`config.mk`:
```
export PLATFORM = sky130hd
export DESIGN_NAME = multitap_text_entry
export DESIGN_NICKNAME = d
export VERILOG_FILES = /design/src/sv/mte_pkg.sv /design/src/sv/multitap_text_entry.sv
export SDC_FILE = /design/constraint.sdc
export NUM_CORES = 1
export LEC_CHECK = 0
export ABC_AREA = 1
export BUFFER_PORTS_ARGS = -buffer_cell sky130_fd_sc_hd__buf_4
export CORE_MARGIN = 5
export CORE_UTILIZATION = 40
export CTS_BUF_LIST = sky130_fd_sc_hd__clkbuf_8
export CTS_CLUSTER_DIAMETER = 80
export DETAILED_ROUTE_END_ITERATION = 10
export GPL_TIMING_DRIVEN = 0
export REMOVE_ABC_BUFFERS = 1
export SYNTH_ARGS = -nofsm -noshare
export SYNTH_HDL_FRONTEND = slang
export SYNTH_SLANG_ARGS = --single-unit
```
`constraint.sdc`:
```
create_clock -name i_clk -period 7.1 [get_ports i_clk]
set_input_delay 0 -clock i_clk [delete_from_list [all_inputs] [get_ports i_clk]]
set_output_delay 0 -clock i_clk [all_outputs]
set_load 0.005 [all_outputs]
```
`src/sv/mte_pkg.sv`:
```
// shared types, codes and key tables of the multi-tap text entry block
package mte_pkg;

    localparam int DEF_SCREEN_WIDTH = 240;
    localparam int DEF_TEXT_DEPTH   = 64;
    localparam int DEF_GRID_TOP     = 64;
    localparam int DEF_ROW_HEIGHT   = 43;

    localparam logic [6:0]  CAP_RESET    = 7'd64;
    localparam logic [15:0] WINDOW_RESET = 16'd900;

    localparam logic [3:0] NO_KEY    = 4'd15;
    localparam logic [3:0] SPACE_KEY = 4'd9;

    localparam logic CFG_CAPACITY = 1'b0;
    localparam logic CFG_WINDOW   = 1'b1;

    localparam logic [1:0] F_POLL   = 2'd0;
    localparam logic [1:0] F_TAP    = 2'd1;
    localparam logic [1:0] F_CANCEL = 2'd2;
    localparam logic [1:0] F_START  = 2'd3;

    localparam logic [1:0] ST_EDIT    = 2'd0;
    localparam logic [1:0] ST_ACCEPT  = 2'd1;
    localparam logic [1:0] ST_CANCEL  = 2'd2;
    localparam logic [1:0] ST_IGNORED = 2'd3;

    localparam logic [2:0] ACT_NONE    = 3'd0;
    localparam logic [2:0] ACT_APPEND  = 3'd1;
    localparam logic [2:0] ACT_REPLACE = 3'd2;
    localparam logic [2:0] ACT_DELETE  = 3'd3;
    localparam logic [2:0] ACT_TOGGLE  = 3'd4;
    localparam logic [2:0] ACT_EMIT    = 3'd5;
    localparam logic [2:0] ACT_START   = 3'd6;

    typedef struct packed {
        logic [1:0]  func;
        logic [8:0]  touch_x;
        logic [8:0]  touch_y;
        logic [31:0] time_ms;
    } t_in_item;

    typedef struct packed {
        logic [1:0] status;
        logic [2:0] action;
        logic [5:0] char_pos;
        logic [6:0] char_code;
        logic [5:0] text_length;
        logic       upper_mode;
        logic       last;
    } t_out_item;

    function automatic logic [4:0] key_len(input logic [3:0] key);
        logic [4:0] n;
        case (key)
            4'd0:    n = 5'd17;
            4'd6:    n = 5'd5;
            4'd8:    n = 5'd5;
            4'd9:    n = 5'd2;
            default: n = 5'd4;
        endcase
        return n;
    endfunction

    function automatic logic [6:0] key_char(input logic [3:0] key, input logic [4:0] idx);
        logic [7:0] c;
        c = 8'h00;
        case (key)
            4'd0: begin
                case (idx)
                    5'd0:    c = "1";
                    5'd1:    c = ".";
                    5'd2:    c = ",";
                    5'd3:    c = "-";
                    5'd4:    c = "_";
                    5'd5:    c = "@";
                    5'd6:    c = "#";
                    5'd7:    c = "$";
                    5'd8:    c = "%";
                    5'd9:    c = "&";
                    5'd10:   c = "*";
                    5'd11:   c = "+";
                    5'd12:   c = "=";
                    5'd13:   c = ":";
                    5'd14:   c = "/";
                    5'd15:   c = "!";
                    5'd16:   c = "?";
                    default: c = 8'h00;
                endcase
            end
            4'd6: begin
                case (idx)
                    5'd0:    c = "p";
                    5'd1:    c = "q";
                    5'd2:    c = "r";
                    5'd3:    c = "s";
                    5'd4:    c = "7";
                    default: c = 8'h00;
                endcase
            end
            4'd8: begin
                case (idx)
                    5'd0:    c = "w";
                    5'd1:    c = "x";
                    5'd2:    c = "y";
                    5'd3:    c = "z";
                    5'd4:    c = "9";
                    default: c = 8'h00;
                endcase
            end
            4'd9: begin
                case (idx)
                    5'd0:    c = " ";
                    5'd1:    c = "0";
                    default: c = 8'h00;
                endcase
            end
            4'd1, 4'd2, 4'd3, 4'd4, 4'd5, 4'd7: begin
                // three letters from a, d, g, j, m or t, then the digit
                if (idx < 5'd3) begin
                    case (key)
                        4'd1:    c = 8'h61 + 8'(idx);
                        4'd2:    c = 8'h64 + 8'(idx);
                        4'd3:    c = 8'h67 + 8'(idx);
                        4'd4:    c = 8'h6a + 8'(idx);
                        4'd5:    c = 8'h6d + 8'(idx);
                        default: c = 8'h74 + 8'(idx);
                    endcase
                end else if (idx == 5'd3) begin
                    c = (key == 4'd7) ? "8" : 8'h31 + 8'(key);
                end
            end
            default: c = 8'h00;
        endcase
        return c[6:0];
    endfunction

endpackage

```
`src/sv/multitap_text_entry.sv`:
```
// multi-tap text entry block: decode, edit state, text memory and readout
//
// Each event is accepted when o_in_ready is high and its result is loaded into the output
// register after the key decode state and then the execute state, which waits for the output
// register to free up. An OK tap on non-empty text streams the stored characters out of the
// text memory, one per cycle while the output register is free, through its single
// registered read port; o_in_ready stays low until the last character has been loaded
// into the output register. The text store has no reset: only written positions are
// ever read back.
module multitap_text_entry #(
    parameter int SCREEN_WIDTH = mte_pkg::DEF_SCREEN_WIDTH,
    parameter int TEXT_DEPTH   = mte_pkg::DEF_TEXT_DEPTH,
    parameter int GRID_TOP     = mte_pkg::DEF_GRID_TOP,
    parameter int ROW_HEIGHT   = mte_pkg::DEF_ROW_HEIGHT
) (
    input  logic               i_clk,
    input  logic               i_rst_n,
    input  logic               i_in_valid,
    output logic               o_in_ready,
    input  mte_pkg::t_in_item  i_in_item,
    output logic               o_out_valid,
    input  logic               i_out_ready,
    output mte_pkg::t_out_item o_out_item,
    input  logic               i_cfg_wr_en,
    input  logic               i_cfg_index,
    input  logic [15:0]        i_cfg_data
);
    import mte_pkg::*;

    localparam int CW = $clog2(TEXT_DEPTH);

    localparam logic [8:0] GT9  = 9'(GRID_TOP);
    localparam logic [9:0] RH1  = 10'(ROW_HEIGHT);
    localparam logic [9:0] RH2  = 10'(2 * ROW_HEIGHT);
    localparam logic [9:0] RH3  = 10'(3 * ROW_HEIGHT);
    localparam logic [9:0] RH4  = 10'(4 * ROW_HEIGHT);
    localparam logic [9:0] W3A  = 10'(SCREEN_WIDTH / 3);
    localparam logic [9:0] W3B  = 10'(2 * (SCREEN_WIDTH / 3));
    localparam logic [9:0] W4A  = 10'(SCREEN_WIDTH / 4);
    localparam logic [9:0] W4B  = 10'(2 * (SCREEN_WIDTH / 4));
    localparam logic [9:0] W4C  = 10'(3 * (SCREEN_WIDTH / 4));
    localparam logic [6:0] DEP7 = 7'(TEXT_DEPTH);

    localparam logic [1:0] S_IDLE = 2'd0;
    localparam logic [1:0] S_DEC  = 2'd1;
    localparam logic [1:0] S_EXEC = 2'd2;
    localparam logic [1:0] S_EMIT = 2'd3;

    localparam logic [2:0] D_NONE  = 3'd0;
    localparam logic [2:0] D_KEY   = 3'd1;
    localparam logic [2:0] D_SHIFT = 3'd2;
    localparam logic [2:0] D_BACK  = 3'd3;
    localparam logic [2:0] D_OK    = 3'd4;

    logic [1:0]  r_state, n_state;
    t_in_item    r_in;
    logic [6:0]  r_capacity;
    logic [15:0] r_window;

    logic [CW-1:0] r_count, n_count;
    logic          r_upper, n_upper;
    logic [3:0]    r_pkey, n_pkey;
    logic [4:0]    r_pidx, n_pidx;
    logic [31:0]   r_last_time, n_last_time;
    logic          r_active, n_active;
    logic [CW-1:0] r_idx, n_idx;

    logic [2:0]  r_kind, d_kind;
    logic [3:0]  r_key, d_key;
    logic        r_expired;

    logic [6:0]  r_mem [TEXT_DEPTH];
    logic [6:0]  r_rd_data;
    logic          w_en;
    logic [CW-1:0] w_addr;
    logic [6:0]    w_data;

    logic        r_out_valid;
    t_out_item   r_out, n_out;
    logic        out_free, ld;

    // key decode
    logic [9:0] dy, x10;
    logic [1:0] row, col3;
    logic [31:0] diff;

    always_comb begin
        x10    = 10'(r_in.touch_x);
        dy     = 10'(r_in.touch_y - GT9);
        row    = (dy < RH1) ? 2'd0 : (dy < RH2) ? 2'd1 : 2'd2;
        col3   = (x10 >= W3B) ? 2'd2 : (x10 >= W3A) ? 2'd1 : 2'd0;
        d_kind = D_NONE;
        d_key  = 4'(row) * 4'd3 + 4'(col3);
        if (r_in.func == F_TAP && r_in.touch_y >= GT9) begin
            if (dy < RH3) begin
                d_kind = D_KEY;
            end else if (dy < RH4) begin
                if (x10 < W4A) begin
                    d_kind = D_SHIFT;
                end else if (x10 < W4B) begin
                    d_kind = D_KEY;
                    d_key  = SPACE_KEY;
                end else if (x10 < W4C) begin
                    d_kind = D_BACK;
                end else begin
                    d_kind = D_OK;
                end
            end
        end
        diff = r_in.time_ms - r_last_time;
    end

    // execute
    logic [6:0]  cap7, limit, ch;
    logic        full, repeat_tap;
    logic [4:0]  nxt_idx;
    logic [CW:0] idx_p1;

    assign out_free = !r_out_valid || i_out_ready;

    always_comb begin
        cap7       = (r_capacity > DEP7) ? DEP7 : r_capacity;
        limit      = (cap7 == 7'd0) ? 7'd0 : cap7 - 7'd1;
        full       = 7'(r_count) >= limit;
        repeat_tap = (r_key == r_pkey) && !r_expired && (r_count != '0);
        nxt_idx    = (r_pidx + 5'd1 == key_len(r_key)) ? 5'd0 : r_pidx + 5'd1;
        ch         = key_char(r_key, repeat_tap ? nxt_idx : 5'd0);
        if (r_upper && ch >= 7'h61 && ch <= 7'h7a) begin
            ch = ch - 7'd32;
        end
        idx_p1 = (CW+1)'(r_idx) + 1'b1;

        n_state     = r_state;
        n_count     = r_count;
        n_upper     = r_upper;
        n_pkey      = r_pkey;
        n_pidx      = r_pidx;
        n_last_time = r_last_time;
        n_active    = r_active;
        n_idx       = r_idx;
        w_en        = 1'b0;
        w_addr      = r_count;
        w_data      = ch;
        ld          = 1'b0;
        n_out       = '0;
        n_out.status = ST_EDIT;
        n_out.action = ACT_NONE;
        n_out.last   = 1'b1;

        case (r_state)
            S_IDLE: begin
                if (i_in_valid) begin
                    n_state = S_DEC;
                end
            end
            S_DEC: begin
                n_state = S_EXEC;
            end
            S_EXEC: begin
                if (out_free) begin
                    ld      = 1'b1;
                    n_state = S_IDLE;
                    if (r_in.func == F_START) begin
                        n_count      = '0;
                        n_upper      = 1'b0;
                        n_pkey       = NO_KEY;
                        n_pidx       = 5'd0;
                        n_last_time  = '0;
                        n_active     = 1'b1;
                        n_out.action = ACT_START;
                    end else if (!r_active) begin
                        n_out.status = ST_IGNORED;
                    end else if (r_in.func == F_CANCEL) begin
                        n_active     = 1'b0;
                        n_out.status = ST_CANCEL;
                    end else begin
                        case (r_kind)
                            D_KEY: begin
                                n_last_time = r_in.time_ms;
                                if (repeat_tap) begin
                                    n_pidx         = nxt_idx;
                                    w_en           = 1'b1;
                                    w_addr         = r_count - 1'b1;
                                    n_out.char_pos = 6'(w_addr);
                                    n_out.char_code = ch;
                                    n_out.action   = ACT_REPLACE;
                                end else if (!full) begin
                                    n_pkey          = r_key;
                                    n_pidx          = 5'd0;
                                    w_en            = 1'b1;
                                    n_out.char_pos  = 6'(r_count);
                                    n_out.char_code = ch;
                                    n_count         = r_count + 1'b1;
                                    n_out.action    = ACT_APPEND;
                                end
                            end
                            D_SHIFT: begin
                                n_upper      = !r_upper;
                                n_pkey       = NO_KEY;
                                n_out.action = ACT_TOGGLE;
                            end
                            D_BACK: begin
                                if (r_count != '0) begin
                                    n_count        = r_count - 1'b1;
                                    n_pkey         = NO_KEY;
                                    n_out.char_pos = 6'(n_count);
                                    n_out.action   = ACT_DELETE;
                                end
                            end
                            D_OK: begin
                                n_active     = 1'b0;
                                n_out.status = ST_ACCEPT;
                                if (r_count != '0) begin
                                    ld      = 1'b0;
                                    n_idx   = '0;
                                    n_state = S_EMIT;
                                end
                            end
                            default: begin
                            end
                        endcase
                        if (r_expired && r_kind != D_KEY && r_kind != D_OK) begin
                            n_pkey = NO_KEY;
                        end
                    end
                end
            end
            S_EMIT: begin
                if (out_free) begin
                    ld              = 1'b1;
                    n_out.status    = ST_ACCEPT;
                    n_out.action    = ACT_EMIT;
                    n_out.char_pos  = 6'(r_idx);
                    n_out.char_code = r_rd_data;
                    n_out.last      = (idx_p1 == (CW+1)'(r_count));
                    if (n_out.last) begin
                        n_state = S_IDLE;
                    end else begin
                        n_idx = idx_p1[CW-1:0];
                    end
                end
            end
            default: begin
                n_state = S_IDLE;
            end
        endcase
        n_out.text_length = 6'(n_count);
        n_out.upper_mode  = n_upper;
    end

    // text memory, one write and one registered read port
    always_ff @(posedge i_clk) begin
        if (w_en) begin
            r_mem[w_addr] <= w_data;
        end
        r_rd_data <= r_mem[n_idx];
    end

    always_ff @(posedge i_clk) begin
        if (r_state == S_IDLE && i_in_valid) begin
            r_in <= i_in_item;
        end
        if (r_state == S_DEC) begin
            r_kind    <= d_kind;
            r_key     <= d_key;
            r_expired <= diff > 32'(r_window);
        end
        if (ld) begin
            r_out <= n_out;
        end
    end

    always_ff @(posedge i_clk) begin
        if (!i_rst_n) begin
            r_state     <= S_IDLE;
            r_capacity  <= CAP_RESET;
            r_window    <= WINDOW_RESET;
            r_count     <= '0;
            r_upper     <= 1'b0;
            r_pkey      <= NO_KEY;
            r_pidx      <= 5'd0;
            r_last_time <= '0;
            r_active    <= 1'b0;
            r_idx       <= '0;
            r_out_valid <= 1'b0;
        end else begin
            r_state     <= n_state;
            r_count     <= n_count;
            r_upper     <= n_upper;
            r_pkey      <= n_pkey;
            r_pidx      <= n_pidx;
            r_last_time <= n_last_time;
            r_active    <= n_active;
            r_idx       <= n_idx;
            r_out_valid <= ld || (r_out_valid && !i_out_ready);
            if (i_cfg_wr_en) begin
                case (i_cfg_index)
                    CFG_CAPACITY: r_capacity <= i_cfg_data[6:0];
                    CFG_WINDOW:   r_window   <= i_cfg_data;
                    default:      r_window   <= r_window;
                endcase
            end
        end
    end

    assign o_in_ready  = (r_state == S_IDLE);
    assign o_out_valid = r_out_valid;
    assign o_out_item  = r_out;

endmodule
```
; Word-level counts from Yosys, hierarchy flattened
; Memory sizes are Yosys's and may differ from the RTL's. A register that Yosys moved wholly into a read port is not among the register bits.
; Index checks and enable logic that the tools add are counted.
[totals]
ff_bits = 167
latchBits = 0
mem_bits_rw = 448
rom_bits = 224
inputBits = 74
out_inout_bits = 28
elab_cells = 263
n_memories = 2
[mem_list]
columns = memory, words, width, read_ports, rd_clocked_by_memory_dff, write_ports, line
row1 = r_mem, 64, 7, 1, 1, 1, multitap_text_entry.sv:72  ; logic [6:0] r_mem [TEXT_DEPTH];
row2 = (name not given), 32, 7, 1, 0, 0, mte_pkg.sv:70  ; case (idx)
[op_classes]
addsub = 16
n_mul = 1
div_mod_pow = 0
n_lt_le_gt_ge = 16
eq_ne = 37
shift = 0
n_mux = 126
bitwise = 3
reduce_logical = 35
[op_table]
columns = op, n
row1 = one-hot mux 7 bit (5 select lines), 4
row2 = 2-to-1 mux 6 bit, 23
row3 = 2-to-1 mux 32 bit, 4
row4 = 2-to-1 mux 7 bit, 7
row5 = 2-to-1 mux 16 bit, 3
row6 = 2-to-1 mux 4 bit, 12
row7 = one-hot mux 6 bit (2 select lines), 4
row8 = "adder 7 x 5 -> 7 bit, first input constant", 6
row9 = 2-to-1 mux 5 bit, 8
row10 = one-hot mux 18 bit (2 select lines), 1
row11 = 2-to-1 mux 2 bit, 17
row12 = > comparator 32 x 16 -> 1 bit, 1
row13 = subtractor 32 bit, 1
row14 = 2-to-1 mux 1 bit, 31
row15 = "less-than comparator 10 x 8 -> 1 bit, second input constant", 2
row16 = "greater-or-equal comparator 9 x 7 -> 1 bit, second input constant", 2
row17 = 2-to-1 mux 18 bit, 1
row18 = 2-to-1 mux 17 bit, 1
row19 = "equality test 4 x 3 -> 1 bit, second input constant", 4
row20 = one-hot mux 5 bit (3 select lines), 1
row21 = 2-to-1 mux 14 bit, 1
row22 = 2-to-1 mux 13 bit, 1
row23 = "inequality test 4 bit, second input constant", 3
row24 = one-hot mux 4 bit (3 select lines), 1
row25 = 63 further kinds, 95

; Depth between registers and ports, before layout
[depth]
ltp_word = 22
ltp_mapped = 32
mapped_depth_nobuf = 31

; Worst setup path before layout
; OpenSTA, ideal clock, no wires.
[synth_timing]
kind = register to register
startpoint = reg r_key[0]
endpoint = mem r_mem[0][5] (data pin)
t_arrival_ns = 5.084
required_time_ns = 6.733
setup_slack_ns = 1.649
path_stages_with_launch = 31
n_path_buf = 1
cell_sequence = edfxtp_1 > inv_1 > ha_1 > nand3_2 > nand2_2 > inv_1 > o21ai_2 > nor2_2 > nor2_2 > nand2_4 > buf_6 > nand3_2 > inv_2 > ha_1 > nor2_1 > nand3_1 > nand2_1 > nand2_1 > nand2_1 > nand2_1 > nand2_1 > and2_1 > nand3_1 > nor2_2 > nor2_1 > nand2_1 > inv_1 > nand2_1 > nand3_1 > nand2_1 > and2_1
[synth_between]
elab_chain_cells = 14
[synth_lines]
columns = item, line
row1 = "start, declared", multitap_text_entry.sv:69  ; logic [3:0] r_key, d_key;
row2 = "start signal, assigned", multitap_text_entry.sv:265  ; r_key <= d_key;
row3 = equality test 4 bit / equality test 4 x 3 -> 1 bit (equally long branches), "mte_pkg.sv:55, mte_pkg.sv:68"
row4 = OR reduction 2 bit (no source line), -
row5 = one-hot mux 5 bit (3 select lines), mte_pkg.sv:55  ; case (key)
row6 = equality test 5 bit, multitap_text_entry.sv:126  ; nxt_idx = (r_pidx + 5'd1 == key_len(r_key)) ? 5'd0 : r_pidx + 5'd1;
row7 = 2-to-1 mux 5 bit, multitap_text_entry.sv:126
row8 = 2-to-1 mux 5 bit, multitap_text_entry.sv:127  ; ch = key_char(r_key, repeat_tap ? nxt_idx : 5'd0);
row9 = adder 7 x 5 -> 7 bit (tied with other cells), mte_pkg.sv:127  ; default: c = 8'h74 + 8'(idx);
row10 = one-hot mux 7 bit (5 select lines) / 2-to-1 mux 7 bit (equally long branches), "mte_pkg.sv:121, mte_pkg.sv:129"
row11 = 2-to-1 mux 7 bit, mte_pkg.sv:120  ; if (idx < 5'd3) begin
row12 = one-hot mux 7 bit (5 select lines) (*), mte_pkg.sv:68  ; case (key)
row13 = greater-or-equal comparator 7 bit, multitap_text_entry.sv:128  ; if (r_upper && ch >= 7'h61 && ch <= 7'h7a) begin
row14 = logical AND 1 bit (2 in series), multitap_text_entry.sv:128
row15 = 2-to-1 mux 7 bit (*), multitap_text_entry.sv:128
row16 = via ch[5], multitap_text_entry.sv:114  ; logic [6:0] cap7, limit, ch;
row17 = "end, declared", multitap_text_entry.sv:72
; Mark *: on every way through the listed nets, which the timed path passes. The rest lies on a longest branch.

; Worst setup path after layout
[layout_timing]
startpoint = reg r_capacity[6]
endpoint = mem r_mem[21][1] (enable)
[layout_between]
elab_chain_cells = 15
[layout_lines]
columns = item, line
row1 = "start, declared", multitap_text_entry.sv:57  ; logic [6:0] r_capacity;
row2 = "start signal, assigned", multitap_text_entry.sv:298  ; CFG_CAPACITY: r_capacity <= i_cfg_data[6:0];
row3 = > comparator 7 bit, multitap_text_entry.sv:122  ; cap7 = (r_capacity > DEP7) ? DEP7 : r_capacity;
row4 = 2-to-1 mux 7 bit (*), multitap_text_entry.sv:122
row5 = subtractor 7 x 1 -> 7 bit / zero test 7 bit (equally long branches), multitap_text_entry.sv:123  ; limit = (cap7 == 7'd0) ? 7'd0 : cap7 - 7'd1;
row6 = 2-to-1 mux 7 bit (*), multitap_text_entry.sv:123
row7 = greater-or-equal comparator 6 x 7 -> 1 bit (*), multitap_text_entry.sv:124  ; full = 7'(r_count) >= limit;
row8 = 2-to-1 mux 1 bit (*), multitap_text_entry.sv:187  ; end else if (!full) begin
row9 = 2-to-1 mux 1 bit (*), multitap_text_entry.sv:180  ; if (repeat_tap) begin
row10 = 2-to-1 mux 1 bit (*), multitap_text_entry.sv:177  ; case (r_kind)
row11 = 2-to-1 mux 1 bit (*), multitap_text_entry.sv:173  ; end else if (r_in.func == F_CANCEL) begin
row12 = 2-to-1 mux 1 bit (*), multitap_text_entry.sv:171  ; end else if (!r_active) begin
row13 = 2-to-1 mux 1 bit (*), multitap_text_entry.sv:163  ; if (r_in.func == F_START) begin
row14 = 2-to-1 mux 1 bit (*), multitap_text_entry.sv:160  ; if (out_free) begin
row15 = 2-to-1 mux 1 bit (*), multitap_text_entry.sv:150  ; case (r_state)
row16 = 2-to-1 mux 1 bit (*), multitap_text_entry.sv:253  ; if (w_en) begin
row17 = 2-to-1 mux 1 bit (not written as such) (*), multitap_text_entry.sv:254  ; r_mem[w_addr] <= w_data;
; Mark *: on every way between the ends. The rest lies on a longest branch, timed or not.

==> impl_metrics.ini <==
[outcome]
status = finished, final reports clean

[yosys]
ys_seq_elements = 620
avgSynthCellArea_um2 = 10.6
synth_compound_area_share_pct = 13.8
synth_seq_area_share_pct = 59.9
synthSimpleGateAreaFrac_pct = 15.9
synth_edf_count = 532
muxShareOfSynthArea_pct = 0
synthAdderAreaFrac_pct = 4.10
yosys_warnings = 0
synth_xor_area_share_pct = 1.18
syn_inst = 2798
synth_top_family_by_area = simple AND/OR/NAND/NOR gates
synth_cell_type_count = 66
syn_area_um2 = 29600
async_reset_ff_share_pct = 0
synth_ff_type = edfxtp_1

[floorplan]
dieArea_um2 = 79600
pin_count = 102
core_area_um2 = 73200
fp.dieW_um = 282
die_h_um = 282
rows = 99
start_util_pct = 40.5

[finish]
syn2layout_area_growth_pct = 18.0
final_common_cell = edfxtp_1
final_util_pct = 47.7
finish.net_count = 3202
drive_above_1_share_pct = 14.2
final_cells = 4079
design_area_um2 = 34900
filler_cell_count = 6566
final_cell_mix = edfxtp_1, nand2_1, nor2_1

[route]
drc = 0
postRouteAntennaNets = 0
drt_iter0_drc = 1595
via_per_inst = 5.41
routed_wl_um = 77700
vias = 22100
wl_per_cell_um = 19.1
drt_pass1_iterations = 5

[worst_setup_path]
rr_startpoint = r_capacity[6]
worstPathRequired_ns = 7.44
r2r-end = r_mem[21][1]
arrival_ns = 6.26
endpoint = r_mem[21][1]
regToRegSetupSlack_ns = 1.18
cp-end-kind = flop
cp_max_fo = 11
critPathBufInv = 5
crit_top_cell = inv_1
crit_start = r_capacity[6]
r2r_cells = 22
cp.depth = 22
worst_path_dominant_cell_family = simple AND/OR/NAND/NOR gates
max_stage_delay_ns = 0.89
crit_chain = inv_1, nand2_1, ha_1, inv_1, nor2_1, inv_1, nor3_1, nand2_1, inv_1, a21oi_1, o21ai_0, ha_1, and3_1, a211oi_1, o21ai_0, nand2_1, o21ai_0, nor2_1, inv_1, nor2_1, nand2_1, nor2_1
crit_type = flop to flop
start_kind = flop
worst_path_max_delay_cell = nor2_1

[sta]
hold_ws_ns = 0.0896
setup_viol = 0
relSlewSlack_pct = 17.3
clock_skew_ns = 0.0464
finalSetupTns_ns = 0
min_period_over_period_pct = 83.4
finalHoldViolations = 0
slew_viol_final = 0
rsz0062_at_grt = no
min_period_ns = 5.92
tightest_slew_ns = 1.24
fmaxAchievable_mhz = 169

[pwr]
powerDensity_nw_per_um2 = 352
cell_internal_pwr_w = 0.00782
p_seq_share_pct = 40.9
ir_drop_v = 0.000308
switching_share_pct = 36.3
clkPwrFrac_pct = 25.1
total_leakage_power_nw = 12.7
p_comb_share_pct = 34.0
power_switching_w = 0.00446

[placement]
gp_congestion = 0.908
dp_cells = 3748
placed_area_um2 = 31500
io_buffers = 99
dp_hpwl_um = 49200

[clock_tree]
cts_resized = 0
clock-sinks = 620
clk_latency_ns = 0.71
cts_root_buf = clkbuf_8
ctsHtreeMaxLevel = 3
clkTransAtPathRegs_ns = 0.06
clock_path_buffers = 3
cts_buffers = 103
tritoncts = done

[grt]
grt_pass1_vias = 21900
grt_max_degree = 123
antenna_found_initial = 2
grt_pass1_wl_um = 121000
grt_usage_pct = 19.2
grt_overflow = 0

[worst_hold_path]
hold_class = input port to flop
hold_path_depth = 3

[flow_run]
cap_viol_max_count = 0
## registers in the layout, summed over array words and instances, names as in the netlist
signal / cells
o_out_item: 26
o_out_valid: 1
r_active: 1
r_capacity: 7
r_count: 6
r_expired: 1
r_idx: 6
r_in: 50
r_key: 4
r_kind: 3
r_last_time: 32
r_mem: 448
r_pidx: 5
r_pkey: 4
r_rd_data: 7
r_state: 2
r_upper: 1
r_window: 16
## power by group through the flow
| stage | clock [W] | combinational, W | sequential [W] |
|---|---|---|---|
| after floorplan | 0 | 0.00248 | 0.00509 |
| after global placement | 0 | 0.00382 | 0.00520 |
| after detailed placement | 0 | 0.00411 | 0.00510 |
| after CTS | 0.00314 | 0.00419 | 0.00503 |
| after global routing | 0.00333 | 0.00461 | 0.00504 |
| final | 0.00308 | 0.00418 | 0.00502 |
## cells by family (layout without fill, tap and decap cells)
| group | Yosys count | after routing |
|---|---|---|
| adder cells (fa/ha/maj) | 94 | 94 |
| XOR/XNOR | 40 | 40 |
| flip-flops | 620 | 620 |
| AND/OR/NAND/NOR | 1013 | 1013 |
| other | 0 | 2 |
| AO/OA/AOI/OAI | 650 | 650 |
| buffers and inverters | 381 | 701 |
## Yosys cell counts (all sizes together) (2+ instances only)
cell / count / area [um2]
inv: 251 / 950
o22ai: 3 / 18.8
nand2: 321 / 1280
xnor2: 15 / 131
and2: 3 / 18.8
a31oi: 7 / 58.8
o21bai: 2 / 15.0
a21oi: 130 / 673
clkinv: 3 / 11.3
o21ai: 207 / 1050
o211ai: 241 / 1810
dfxtp: 88 / 1760
a221oi: 3 / 26.3
a32o: 3 / 30.0
nand4: 27 / 175
nand3: 194 / 1040
fa: 5 / 100
a211oi: 31 / 233
xor2: 25 / 219
ha: 89 / 1110
clkbuf: 95 / 357
nor3: 20 / 116
o21a: 5 / 37.5
nor4: 3 / 18.8
buf: 32 / 191
nor2: 317 / 1250
a21boi: 5 / 37.5
nand3b: 2 / 15.0
or2: 122 / 763
edfxtp: 532 / 16000
o221ai: 4 / 35.0
o311ai: 3 / 26.3
## stage by stage
| step | power, W | setup WS [ns] |
|---|---|---|
| floorplan | 0.00756 | -0.993 |
| global placement | 0.00902 | -9.13 |
| detailed placement | 0.00922 | 1.16 |
| CTS | 0.0124 | 1.11 |
| global route | 0.0130 | 0.807 |
| finish | 0.0123 | 1.18 |
## how the worst min path moves through the flow
stage               slack [ns]     startpoint       endpoint
floorplan                  0.1        i_rst_n  r_capacity[6]
global placement          0.18   i_in_item[7]        r_in[7]
detailed placement        0.18   i_in_item[8]        r_in[8]
CTS                       0.01    i_cfg_wr_en   r_window[11]
global route              0.08  i_cfg_data[0]    r_window[0]
finish                    0.09    i_cfg_wr_en    r_window[5]
## metal layers
layer	wire length [um]	share of wire (%)	GRT usage (%)
met5	0	0	0
met4	2400	3.1	6.49
met3	4480	5.8	3.07
met2	37700	49	32.4
met1	33100	43	25.5
## worst register-to-register path: stages, from the launching register on
cell      delay, ns
dfxtp_1        0.35
inv_1          0.13
nand2_1        0.15
ha_1           0.18
inv_1          0.05
nor2_1         0.13
inv_1          0.08
nor3_1         0.16
nand2_1        0.12
inv_1          0.09
a21oi_1        0.04
o21ai_0        0.09
ha_1           0.28
and3_1         0.17
a211oi_1       0.15
o21ai_0        0.12
nand2_1        0.16
o21ai_0        0.19
nor2_1         0.89
inv_1          0.36
nor2_1         0.32
nand2_1        0.51
nor2_1         0.81
## layout make-up
type,count,area (um2),share of cell area [%]
Sequential cell,620,17700,50.8
Multi-Input combinational cell,1797,10500,29.9
Timing Repair Buffer,258,2560,7.33
Clock buffer,108,1490,4.25
Tap cell,959,1200,3.43
Inverter,254,973,2.79
Clock inverter,81,532,1.52
Antenna cell,2,5.00,0.0143
## timing repair
action                                 CTS  global route
hold buffers                           140             0
setup buffers                            0             0
endpoints found under the hold margin  113             0
No activity file was read; power rests on OpenSTA's default activity.
